$ cat src/rtl/dqm_pkg.sv
package dqm_pkg;

  localparam int DATA_W        = 32;
  localparam int DEPTH_DEFAULT = 64;
  localparam int OP_W          = 3;
  localparam int STATUS_W      = 2;

  // Flipping the sign bit maps signed order onto unsigned order.
  localparam logic [DATA_W-1:0] SIGN_MASK = {1'b1, {(DATA_W-1){1'b0}}};

  localparam logic [OP_W-1:0] OP_PUSH_FRONT = 3'd0;
  localparam logic [OP_W-1:0] OP_POP_FRONT  = 3'd1;
  localparam logic [OP_W-1:0] OP_PUSH_BACK  = 3'd2;
  localparam logic [OP_W-1:0] OP_POP_BACK   = 3'd3;
  localparam logic [OP_W-1:0] OP_MEDIAN     = 3'd4;

  localparam logic [STATUS_W-1:0] ST_OK    = 2'd0;
  localparam logic [STATUS_W-1:0] ST_EMPTY = 2'd1;
  localparam logic [STATUS_W-1:0] ST_FULL  = 2'd2;

endpackage

$ cat src/rtl/deque_with_median_select_unit.sv
// Double-ended store of up to DEPTH signed 32-bit words with a median query.
// Each input word carries one operation; each produces exactly one result
// word with the value, a status and the count after the operation. Pushes,
// refused operations and unknown codes are answered from the idle state;
// pops pass through a result state, since the value comes from a memory
// with a registered read. The median (the element at rank count/2 of the
// sorted contents) is found by a bitwise radix select: one pass over the
// store per result bit, counting matches with one shared masked compare.
// The memory is not cleared after reset; only written entries are ever
// read.
module deque_with_median_select_unit
  import dqm_pkg::*;
#(
  parameter int DEPTH = DEPTH_DEFAULT,
  parameter int IDX_W = $clog2(DEPTH),
  parameter int CNT_W = $clog2(DEPTH + 1)
) (
  input  logic                       clk,
  input  logic                       rst,
  input  logic                       in_valid,
  output logic                       in_ready,
  input  logic [OP_W-1:0]            op,
  input  logic signed [DATA_W-1:0]   value_in,
  output logic                       out_valid,
  input  logic                       out_ready,
  output logic signed [DATA_W-1:0]   value_out,
  output logic [STATUS_W-1:0]        status,
  output logic [CNT_W-1:0]           count_out
);

  localparam logic [IDX_W:0]   DEPTH_I = (IDX_W + 1)'(DEPTH);
  localparam logic [IDX_W-1:0] LAST_I  = IDX_W'(DEPTH - 1);
  localparam logic [CNT_W-1:0] DEPTH_C = CNT_W'(DEPTH);

  typedef enum logic [1:0] {
    S_IDLE,
    S_MED,
    S_MED_END,
    S_RESULT
  } state_t;

  state_t            state;
  logic [IDX_W-1:0]  front;
  logic [CNT_W-1:0]  count;

  // Median sweep registers.
  logic [IDX_W-1:0]  med_ptr;
  logic [IDX_W-1:0]  med_idx;
  logic              rd_vld;
  logic [DATA_W-1:0] mask;
  logic [DATA_W-1:0] bitsel;
  logic [DATA_W-1:0] cand;
  logic [CNT_W-1:0]  rank;
  logic [CNT_W-1:0]  hits;
  logic              res_med;

  logic              accept;
  logic              out_free;
  logic              full;
  logic              empty;
  logic [CNT_W-1:0]  cnt_m1;
  logic [IDX_W-1:0]  back_wr;
  logic [IDX_W-1:0]  back_rd;
  logic [IDX_W-1:0]  front_dec;
  logic [IDX_W-1:0]  front_inc;
  logic [IDX_W-1:0]  ptr_inc;

  logic              we;
  logic [IDX_W-1:0]  waddr;
  logic              re;
  logic [IDX_W-1:0]  raddr;
  logic [DATA_W-1:0] rdata;

  logic              match;
  logic [CNT_W-1:0]  hits_tot;
  logic [DATA_W-1:0] cand_next;

  function automatic logic [IDX_W-1:0] wrap_add(input logic [IDX_W-1:0] a,
                                                input logic [IDX_W-1:0] b);
    logic [IDX_W:0] s;
    s = {1'b0, a} + {1'b0, b};
    if (s >= DEPTH_I) begin
      s = s - DEPTH_I;
    end
    return s[IDX_W-1:0];
  endfunction

  assign out_free  = !out_valid || out_ready;
  assign in_ready  = (state == S_IDLE) && out_free;
  assign accept    = in_valid && in_ready;
  assign full      = (count == DEPTH_C);
  assign empty     = (count == '0);
  assign cnt_m1    = count - CNT_W'(1);
  assign back_wr   = wrap_add(front, count[IDX_W-1:0]);
  assign back_rd   = wrap_add(front, cnt_m1[IDX_W-1:0]);
  assign front_dec = (front == '0) ? LAST_I : front - IDX_W'(1);
  assign front_inc = (front == LAST_I) ? '0 : front + IDX_W'(1);
  assign ptr_inc   = (med_ptr == LAST_I) ? '0 : med_ptr + IDX_W'(1);

  always_comb begin
    we    = 1'b0;
    waddr = front_dec;
    re    = 1'b0;
    raddr = front;
    if (accept) begin
      case (op)
        OP_PUSH_FRONT: begin
          we    = !full;
          waddr = front_dec;
        end
        OP_PUSH_BACK: begin
          we    = !full;
          waddr = back_wr;
        end
        OP_POP_FRONT: begin
          re    = !empty;
          raddr = front;
        end
        OP_POP_BACK: begin
          re    = !empty;
          raddr = back_rd;
        end
        default: begin
        end
      endcase
    end else if (state == S_MED) begin
      re    = 1'b1;
      raddr = med_ptr;
    end
  end

  dqm_ram #(
    .DEPTH (DEPTH),
    .AW    (IDX_W)
  ) u_ram (
    .clk   (clk),
    .we    (we),
    .waddr (waddr),
    .wdata (value_in),
    .re    (re),
    .raddr (raddr),
    .rdata (rdata)
  );

  // A word counts toward the current bit if its decided upper bits match
  // the candidate prefix and the bit under test is zero.
  assign match    = rd_vld && (((rdata ^ SIGN_MASK) & mask) == cand);
  assign hits_tot = hits + CNT_W'(match);
  assign cand_next = (rank < hits_tot) ? cand : (cand | bitsel);

  always_ff @(posedge clk) begin
    if (rst) begin
      state     <= S_IDLE;
      front     <= '0;
      count     <= '0;
      out_valid <= 1'b0;
      rd_vld    <= 1'b0;
    end else begin
      rd_vld <= (state == S_MED);
      if (out_valid && out_ready) begin
        out_valid <= 1'b0;
      end
      case (state)
        S_IDLE: begin
          if (accept) begin
            value_out <= '0;
            status    <= ST_OK;
            count_out <= count;
            out_valid <= 1'b1;
            res_med   <= 1'b0;
            case (op)
              OP_PUSH_FRONT: begin
                if (full) begin
                  status <= ST_FULL;
                end else begin
                  front     <= front_dec;
                  count     <= count + CNT_W'(1);
                  count_out <= count + CNT_W'(1);
                end
              end
              OP_PUSH_BACK: begin
                if (full) begin
                  status <= ST_FULL;
                end else begin
                  count     <= count + CNT_W'(1);
                  count_out <= count + CNT_W'(1);
                end
              end
              OP_POP_FRONT: begin
                if (empty) begin
                  status <= ST_EMPTY;
                end else begin
                  front     <= front_inc;
                  count     <= cnt_m1;
                  out_valid <= 1'b0;
                  state     <= S_RESULT;
                end
              end
              OP_POP_BACK: begin
                if (empty) begin
                  status <= ST_EMPTY;
                end else begin
                  count     <= cnt_m1;
                  out_valid <= 1'b0;
                  state     <= S_RESULT;
                end
              end
              OP_MEDIAN: begin
                if (empty) begin
                  status <= ST_EMPTY;
                end else begin
                  out_valid <= 1'b0;
                  res_med   <= 1'b1;
                  med_ptr   <= front;
                  med_idx   <= '0;
                  mask      <= SIGN_MASK;
                  bitsel    <= SIGN_MASK;
                  cand      <= '0;
                  rank      <= count >> 1;
                  hits      <= '0;
                  state     <= S_MED;
                end
              end
              default: begin
              end
            endcase
          end
        end
        S_MED: begin
          hits    <= hits_tot;
          med_ptr <= ptr_inc;
          med_idx <= med_idx + IDX_W'(1);
          if (med_idx == cnt_m1[IDX_W-1:0]) begin
            state <= S_MED_END;
          end
        end
        S_MED_END: begin
          cand    <= cand_next;
          hits    <= '0;
          med_ptr <= front;
          med_idx <= '0;
          if (rank >= hits_tot) begin
            rank <= rank - hits_tot;
          end
          if (bitsel[0]) begin
            state <= S_RESULT;
          end else begin
            bitsel <= bitsel >> 1;
            mask   <= mask | (bitsel >> 1);
            state  <= S_MED;
          end
        end
        S_RESULT: begin
          if (out_free) begin
            value_out <= res_med ? (cand ^ SIGN_MASK) : rdata;
            status    <= ST_OK;
            count_out <= count;
            out_valid <= 1'b1;
            state     <= S_IDLE;
          end
        end
        default: begin
          state <= S_IDLE;
        end
      endcase
    end
  end

`ifndef SYNTH
  a_count_bound: assert property (@(posedge clk) disable iff (rst)
    count <= DEPTH_C)
    else $error("stored count exceeds depth");

  a_full_status: assert property (@(posedge clk) disable iff (rst)
    (out_valid && status == ST_FULL) |-> (count_out == DEPTH_C))
    else $error("full status with store not full");

  a_empty_status: assert property (@(posedge clk) disable iff (rst)
    (out_valid && status == ST_EMPTY) |-> (count_out == '0 && value_out == '0))
    else $error("empty status with words stored or nonzero value");

  a_median_busy: assert property (@(posedge clk) disable iff (rst)
    (accept && op == OP_MEDIAN && !empty) |=> (!in_ready && !out_valid))
    else $error("median query did not hold off the input");
`endif

endmodule

$ cat src/rtl/dqm_ram.sv
module dqm_ram
  import dqm_pkg::*;
#(
  parameter int DEPTH = DEPTH_DEFAULT,
  parameter int AW    = $clog2(DEPTH)
) (
  input  logic              clk,
  input  logic              we,
  input  logic [AW-1:0]     waddr,
  input  logic [DATA_W-1:0] wdata,
  input  logic              re,
  input  logic [AW-1:0]     raddr,
  output logic [DATA_W-1:0] rdata
);

  logic [DATA_W-1:0] mem [DEPTH];

  always_ff @(posedge clk) begin
    if (we) begin
      mem[waddr] <= wdata;
    end
    if (re) begin
      rdata <= mem[raddr];
    end
  end

endmodule
$ cat config.mk
export PLATFORM = sky130hd
export DESIGN_NAME = deque_with_median_select_unit
export DESIGN_NICKNAME = d
export VERILOG_FILES = /design/src/rtl/dqm_pkg.sv /design/src/rtl/deque_with_median_select_unit.sv /design/src/rtl/dqm_ram.sv
export SDC_FILE = /design/constraint.sdc
export NUM_CORES = 2
export LEC_CHECK = 0
export ABC_AREA = 1
export BUFFER_PORTS_ARGS = -buffer_cell sky130_fd_sc_hd__buf_2
export CORE_UTILIZATION = 57
export DETAILED_ROUTE_END_ITERATION = 12
export HOLD_SLACK_MARGIN = 0.08
export PLACE_DENSITY = 0.77
export SYNTH_ARGS = -nofsm -noshare
export SYNTH_HDL_FRONTEND = slang
export SYNTH_HIERARCHICAL = 1
export SYNTH_SLANG_ARGS = --single-unit
$ cat constraint.sdc
create_clock -name clk -period 5 [get_ports clk]
set_input_delay 0 -clock clk [delete_from_list [all_inputs] [get_ports clk]]
set_output_delay 0 -clock clk [all_outputs]
set_load 0.1 [all_outputs]
== Word-level counts from Yosys, hierarchy flattened ==
Memory sizes are Yosys's and may differ from the RTL's. A register that Yosys moved wholly into a read port is not among the register bits.
Cells that the tools add are included.
Word-level totals
  output and inout port bits: 43
  input bits: 39
  memories kept: 1
  bits in writable memories: 2048
  register bits after elaboration: 181
Memories
  u_ram.mem: depth 64, width 32, read ports 1, clocked after Yosys merged registers in 1, wr ports 1, line dqm_ram.sv:16  | logic [DATA_W-1:0] mem [DEPTH];
Cells by class
  reduce and logical (&&, ||, !) cells: 30
  magnitude comparators: 4
  add/subtract/negate cells: 12
  bitwise operators: 6
  equality and inequality tests: 26
  muxes and demuxes: 80
Operators with widths (count)
  two-way mux 32 bit: 12
  case mux 32 bit (2 select lines): 4
  two-way mux 6 bit: 18
  two-way mux 7 bit: 12
  case mux 7 bit (2 select lines): 3
  case mux 6 bit (3 select lines): 2
  bitwise AND 32 bit: 1
  == test 32 bit: 1
  OR 32 x 31 -> 32 bit: 1
  OR 32 bit: 1
  AND reduction 6 bit: 4
  case mux 7 bit (3 select lines): 1
  adder 6 x 1 -> 6 bit, second input constant: 3
  != test 2 bit, second input constant: 9
  subtractor 6 x 1 -> 6 bit, second input constant: 3
  two-way mux 2 bit: 8
  AND reduction 5 bit: 3
  adder 6 x 6 -> 7 bit: 2
  greater-or-equal comparator 7 bit, second input constant: 2
  two-way mux 1 bit: 14
  == test 6 bit, second input constant: 2
  case mux 2 bit (2 select lines): 3
  case mux 6 bit (2 select lines): 1
  case mux 2 bit (4 select lines): 1
  31 further kinds: 47

== Depth between registers and ports, before layout ==
  word-level depth: 8
  mapped depth: 21
  gate-level depth less buffers: 19

== Cells and area by module ==
Netlist, hierarchy kept.
Modules (own cells, without submodules)
  dqm_ram: cells an instance 6785, area an instance 83106.0 sq um, sequential area each 62459.9 sq um, instances 1
  deque_with_median_select_unit: cells an instance 1046, area an instance 9600.5 sq um, sequential area each 5235.0 sq um, instances 1

== Worst setup path after synthesis ==
Ideal clock, no wire load.
  path type: register to register
  start: register out_valid
  end: memory u_ram.mem[55][0] (enable)
  clock period less this slack: 5.027 ns
  arrival: 4.566 ns
  stages on the path, launching flop included: 15
  buffers on the path: 0
  path slack: -0.027 ns
  cells stage by stage: dfxtp_1 inv_1 nor2_1 nor3_4 nand2_4 nor2_1 inv_2 nor2_4 inv_2 nand2_1 o21ai_1 inv_1 nor3_1 inv_1 nor3_1
On the way
  elaborated cells between the ends (all ways): 8
  classes of those cells: 4 x mux; 4 x reduce/logical
RTL lines
  from (decl): line deque_with_median_select_unit.sv:24  | output logic out_valid,
  from (signal assigned): line deque_with_median_select_unit.sv:156  | out_valid <= 1'b0;
  from (signal assigned): line deque_with_median_select_unit.sv:161  | out_valid <= 1'b0;
  from (signal assigned): line deque_with_median_select_unit.sv:169  | out_valid <= 1'b1;
  logical NOT 1 bit: line deque_with_median_select_unit.sv:88  | assign out_free = !out_valid || out_ready;
  logical OR 1 bit: line deque_with_median_select_unit.sv:88
  logical AND 1 bit: line deque_with_median_select_unit.sv:89  | assign in_ready = (state == S_IDLE) && out_free;
  logical AND 1 bit: line deque_with_median_select_unit.sv:90  | assign accept = in_valid && in_ready;
  two-way mux 6 bit: line deque_with_median_select_unit.sv:105  | if (accept) begin
  named net waddr[2]: line deque_with_median_select_unit.sv:69  | logic [IDX_W-1:0] waddr;
  to (decl): line dqm_ram.sv:16
The timed path passes the listed nets, and every way through them passes these cells.

== Worst setup path after layout ==
  start: register count[0]
  end: register u_ram.rdata[10], read port of u_ram.mem, data pin
On the way
  word-level cells in the longest chain between the ends: 6
  elaborated cells between the ends (all ways): 11
  classes of those cells: 3 x add/sub; 1 x order compare; 5 x mux; 2 x reduce/logical
Ends and longest elaborated chain
  from (decl): line deque_with_median_select_unit.sv:44  | logic [CNT_W-1:0] count;
  from (signal assigned): line deque_with_median_select_unit.sv:177  | count <= count + CNT_W'(1);
  from (signal assigned): line deque_with_median_select_unit.sv:185  | count <= count + CNT_W'(1);
  from (signal assigned): line deque_with_median_select_unit.sv:194  | count <= cnt_m1;
  subtractor 7 x 1 -> 7 bit *: line deque_with_median_select_unit.sv:93  | assign cnt_m1 = count - CNT_W'(1);
  adder 6 x 6 -> 7 bit *: line deque_with_median_select_unit.sv:81  | s = {1'b0, a} + {1'b0, b};
  subtractor 6 x 1 -> 6 bit or greater-or-equal comparator 7 bit (tied branches): line deque_with_median_select_unit.sv:83, deque_with_median_select_unit.sv:82
  two-way mux 6 bit *: line deque_with_median_select_unit.sv:82  | if (s >= DEPTH_I) begin
  two-way mux 6 bit *: line deque_with_median_select_unit.sv:106  | case (op)
  two-way mux 6 bit *: line deque_with_median_select_unit.sv:105
  named net raddr[3]: line deque_with_median_select_unit.sv:71  | logic [IDX_W-1:0] raddr;
  to (decl): line dqm_ram.sv:13  | output logic [DATA_W-1:0] rdata
The timed path passes the listed nets; every way through them passes the cells marked *.
A chain may end at the register's enable or synchronous reset.

==> flow_metrics.env <==
export IMPL_first_iter_violations=10500
export IMPL_yosysMostFrequentCell="nand2_1"
export IMPL_cp_arrival_ps=5420
export IMPL_final_nets=8001
export IMPL_outcome="finished clean"
export IMPL_path_max_fanout=39
export IMPL_comb_power_share_pct=29.9
export IMPL_place_area_sq_mm=0.0967
export IMPL_htreeDepth=4
export IMPL_fin_crit_sh_pct=97.5
export IMPL_synthXorXnorAreaFrac_pct=0.444
export IMPL_drc=0
export IMPL_syn_area_sq_mm=0.0927
export IMPL_place_ws_ps=358
export IMPL_hold_slack_ps=157
export IMPL_cts_root_buffer="clkbuf_16"
export IMPL_fin_crit_ps=4870
export IMPL_power_leakage_nw=36.9
export IMPL_cts_repair_resized=0
export IMPL_fin_area_sq_mm=0.104
export IMPL_clock_path_buffers=3
export IMPL_num_rows=147
export IMPL_cts_buffers=213
export IMPL_switching_power_mw=19.2
export IMPL_hold_viol_final=0
export IMPL_clkTransAtPathRegs_ps=60
export IMPL_synth_edf_count=2243
export IMPL_grt_pass1_wl_um=374000
export IMPL_yosys_cell_types_count=48
export IMPL_seq_power_share_pct=40.9
export IMPL_synth_main_ff_cell="edfxtp_1"
export IMPL_synth_simple_gate_area_share_pct=21.6
export IMPL_netlist_instances=7831
export IMPL_yosys_area_share_adder_pct=0.470
export IMPL_vias_per_cell=6.20
export IMPL_synthMuxAreaShare_pct=0.0108
export IMPL_synth_compound_area_share_pct=1.21
export IMPL_drt_wl_total_um=254000
export IMPL_synth_top_cell_area_share_pct=72.7
export IMPL_p_clk_share_pct=29.2
export IMPL_crit_type="reg2reg"
export IMPL_synth_top_family_by_area="simple AND/OR/NAND/NOR gates"
export IMPL_async_flop_share_pct=0
export IMPL_slew_viol_final=0
export IMPL_ir_worst_vdd_v=0.000742
export IMPL_fin_setup_tns_ps=0
export IMPL_slew_headroom_pct=15.0
export IMPL_worstHoldPathType="in2reg"
export IMPL_cts_sinks=2260
export IMPL_tightest_slew_ps=1270
export IMPL_antenna_found_initial=16
export IMPL_ant_nets=0
export IMPL_ys_seq_elements=2260
export IMPL_die_h_um=405
export IMPL_avgSynthCellArea_sq_um=11.8
export IMPL_hpwl_um=139000
export IMPL_vias=63700
export IMPL_firstDrtPassIters=6
export IMPL_cap_violations=0
export IMPL_synth_yosys_seq_area_share_pct=73.0
export IMPL_core_sq_mm=0.161
export IMPL_area_growth_syn_to_layout_pct=12.1
export IMPL_dieWidth_um=405
export IMPL_final_util_pct=64.6
export IMPL_finClkSkew_ps=40.0
export IMPL_fmaxAchievable_ghz=0.205
export IMPL_synth_area_leader_cell="edfxtp_1"
export IMPL_wl_per_cell_um=24.7
export IMPL_grt_usage_pct=30.8
export IMPL_rsz0062_at_grt="false"
export IMPL_start_util_pct=57.6
export IMPL_grt_pass1_vias=60600
export IMPL_cts_tree="done"
export IMPL_overflow=0
export IMPL_critPathLaunchType="flip-flop"
export IMPL_power_density_mw_per_mm2=515
export IMPL_syn_nets=7903
export IMPL_yosysWarnings=6
export IMPL_port_buffers=81
export IMPL_drive_above_1_share_pct=8.89
export IMPL_place_congestion=0.907
export IMPL_p_sw_share_pct=35.9
export IMPL_grt_max_degree=206
export IMPL_clk_latency_ps=870
export IMPL_p_int_mw=34.3
export IMPL_fin_ws_ps=126
export IMPL_synthTopCellsByArea="edfxtp_1 (73%), nand3_1 (11%), nand2_1 (9.8%)"
export IMPL_io_pins=82
export IMPL_cp_required_ps=5550
export IMPL_end_kind="flip-flop"
export IMPL_netlist_top_cells_count="nand2_1 (2424), edfxtp_1 (2243), nand3_1 (1945)"
export IMPL_die_area_sq_mm=0.164
export IMPL_setup_viol=0
[flip-flops by register name, indices dropped and copies added, names as in the netlist]
signal,count
u_ram/rdata,32
res_med,1
count,7
u_ram/mem,2048
rd_vld,1
med_ptr,6
hits,7
front,6
rank,7
cand,32
count_out,7
state,2
out_valid,1
status,2
med_idx,6
value_out,32
mask,31
bitsel,32
[kinds of logic after synthesis]
family,after synthesis
AND/OR/NAND/NOR,4642
flip-flops,2260
buffers and inverters,637
AO/OA/AOI/OAI,211
XOR/XNOR,47
adder cells (fa/ha/maj),33
multiplexers,1
[power groups by stage]
stage          logic [mW]  clock network (mW)  registers (mW)
3_5_place_dp         15.4                   0            22.3
2_1_floorplan        9.27                   0            22.8
5_1_grt              17.0                16.4            21.9
4_1_cts              15.6                15.6            21.9
6_report             16.0                15.6            21.9
3_3_place_gp         15.1                   0            22.3
[path summary, 6_finish.rpt]
kind	startpoint	end	slack, ps	cells after the start
max	count[0]	u_ram/rdata[10]	130	19
min	in_valid	out_valid	160	6
max reg2reg	count[0]	u_ram/rdata[10]	130	19
min reg2reg	state[1]	state[1]	550	2
[metal layers]
layer,GRT usage [%],routed length (um),vias up
met5,0,114,-
met2,48.2,118000,4567
met3,7.17,34800,684
met1,41.6,91200,30500
li1,-,-,27900
met4,13.2,10600,16
[through the flow]
stage,std cells,total power [mW]
final,10300,53.5
after global placement,9822,37.4
after detailed placement,9822,37.6
after CTS,10300,53.1
after global routing,10300,55.2
after floorplan,7831,32.0
[what timing repair did]
item	4_1_cts	5_1_grt
hold buffers	52	0
setup buffers	0	0
hold endpoints to repair	2125	0
[cell type report]
cell class / instances / area, sq um
inverters: 157 / 626
multi-input cells: 4934 / 22600
diodes: 8 / 20.0
repair buffers: 363 / 3540
clock buffers: 267 / 5680
clock inverters: 127 / 1010
fillers: 11200 / 57000
flip-flops and latches: 2260 / 67700
well taps: 2160 / 2700
[worst max-delay path, stage by stage, from the launching register on]
cell and delay [ps]:
dfxtp_1 360, inv_1 320, ha_1 380, inv_1 70, nand2_1 90, nand2_1 100, ha_1 370, a21oi_1 220
nand2_1 90, xor2_1 150, o21ai_0 310, o221ai_4 200, inv_6 340, buf_12 380, buf_12 210, nand3_1 90
nand3_1 220, nand2_1 130, nand2_1 220, nand2_1 260
[cell usage in the layout (no fill, tap or decap), types with 5 or more instances in the layout]
cell type,n
nand2_1,2424
edfxtp_1,2243
nand3_1,1945
clkbuf_16,220
buf_4,159
nor2_1,156
inv_1,142
a21oi_1,98
buf_2,81
o21ai_0,74
buf_12,71
nor2_4,65
dlygate4sd3_1,52
clkinv_1,47
clkbuf_1,47
clkinv_2,45
xor2_1,40
ha_1,30
dfxtp_1,17
nor3_1,16
o21ai_1,14
bufinv_16,12
inv_2,9
diode_2,8
inv_6,8
clkinvlp_4,8
nand4_1,7
xnor2_1,7
nor4_1,6
a31oi_1,6
clkinv_4,6
nor2_2,5
Power figures use the tool's default switching activity.
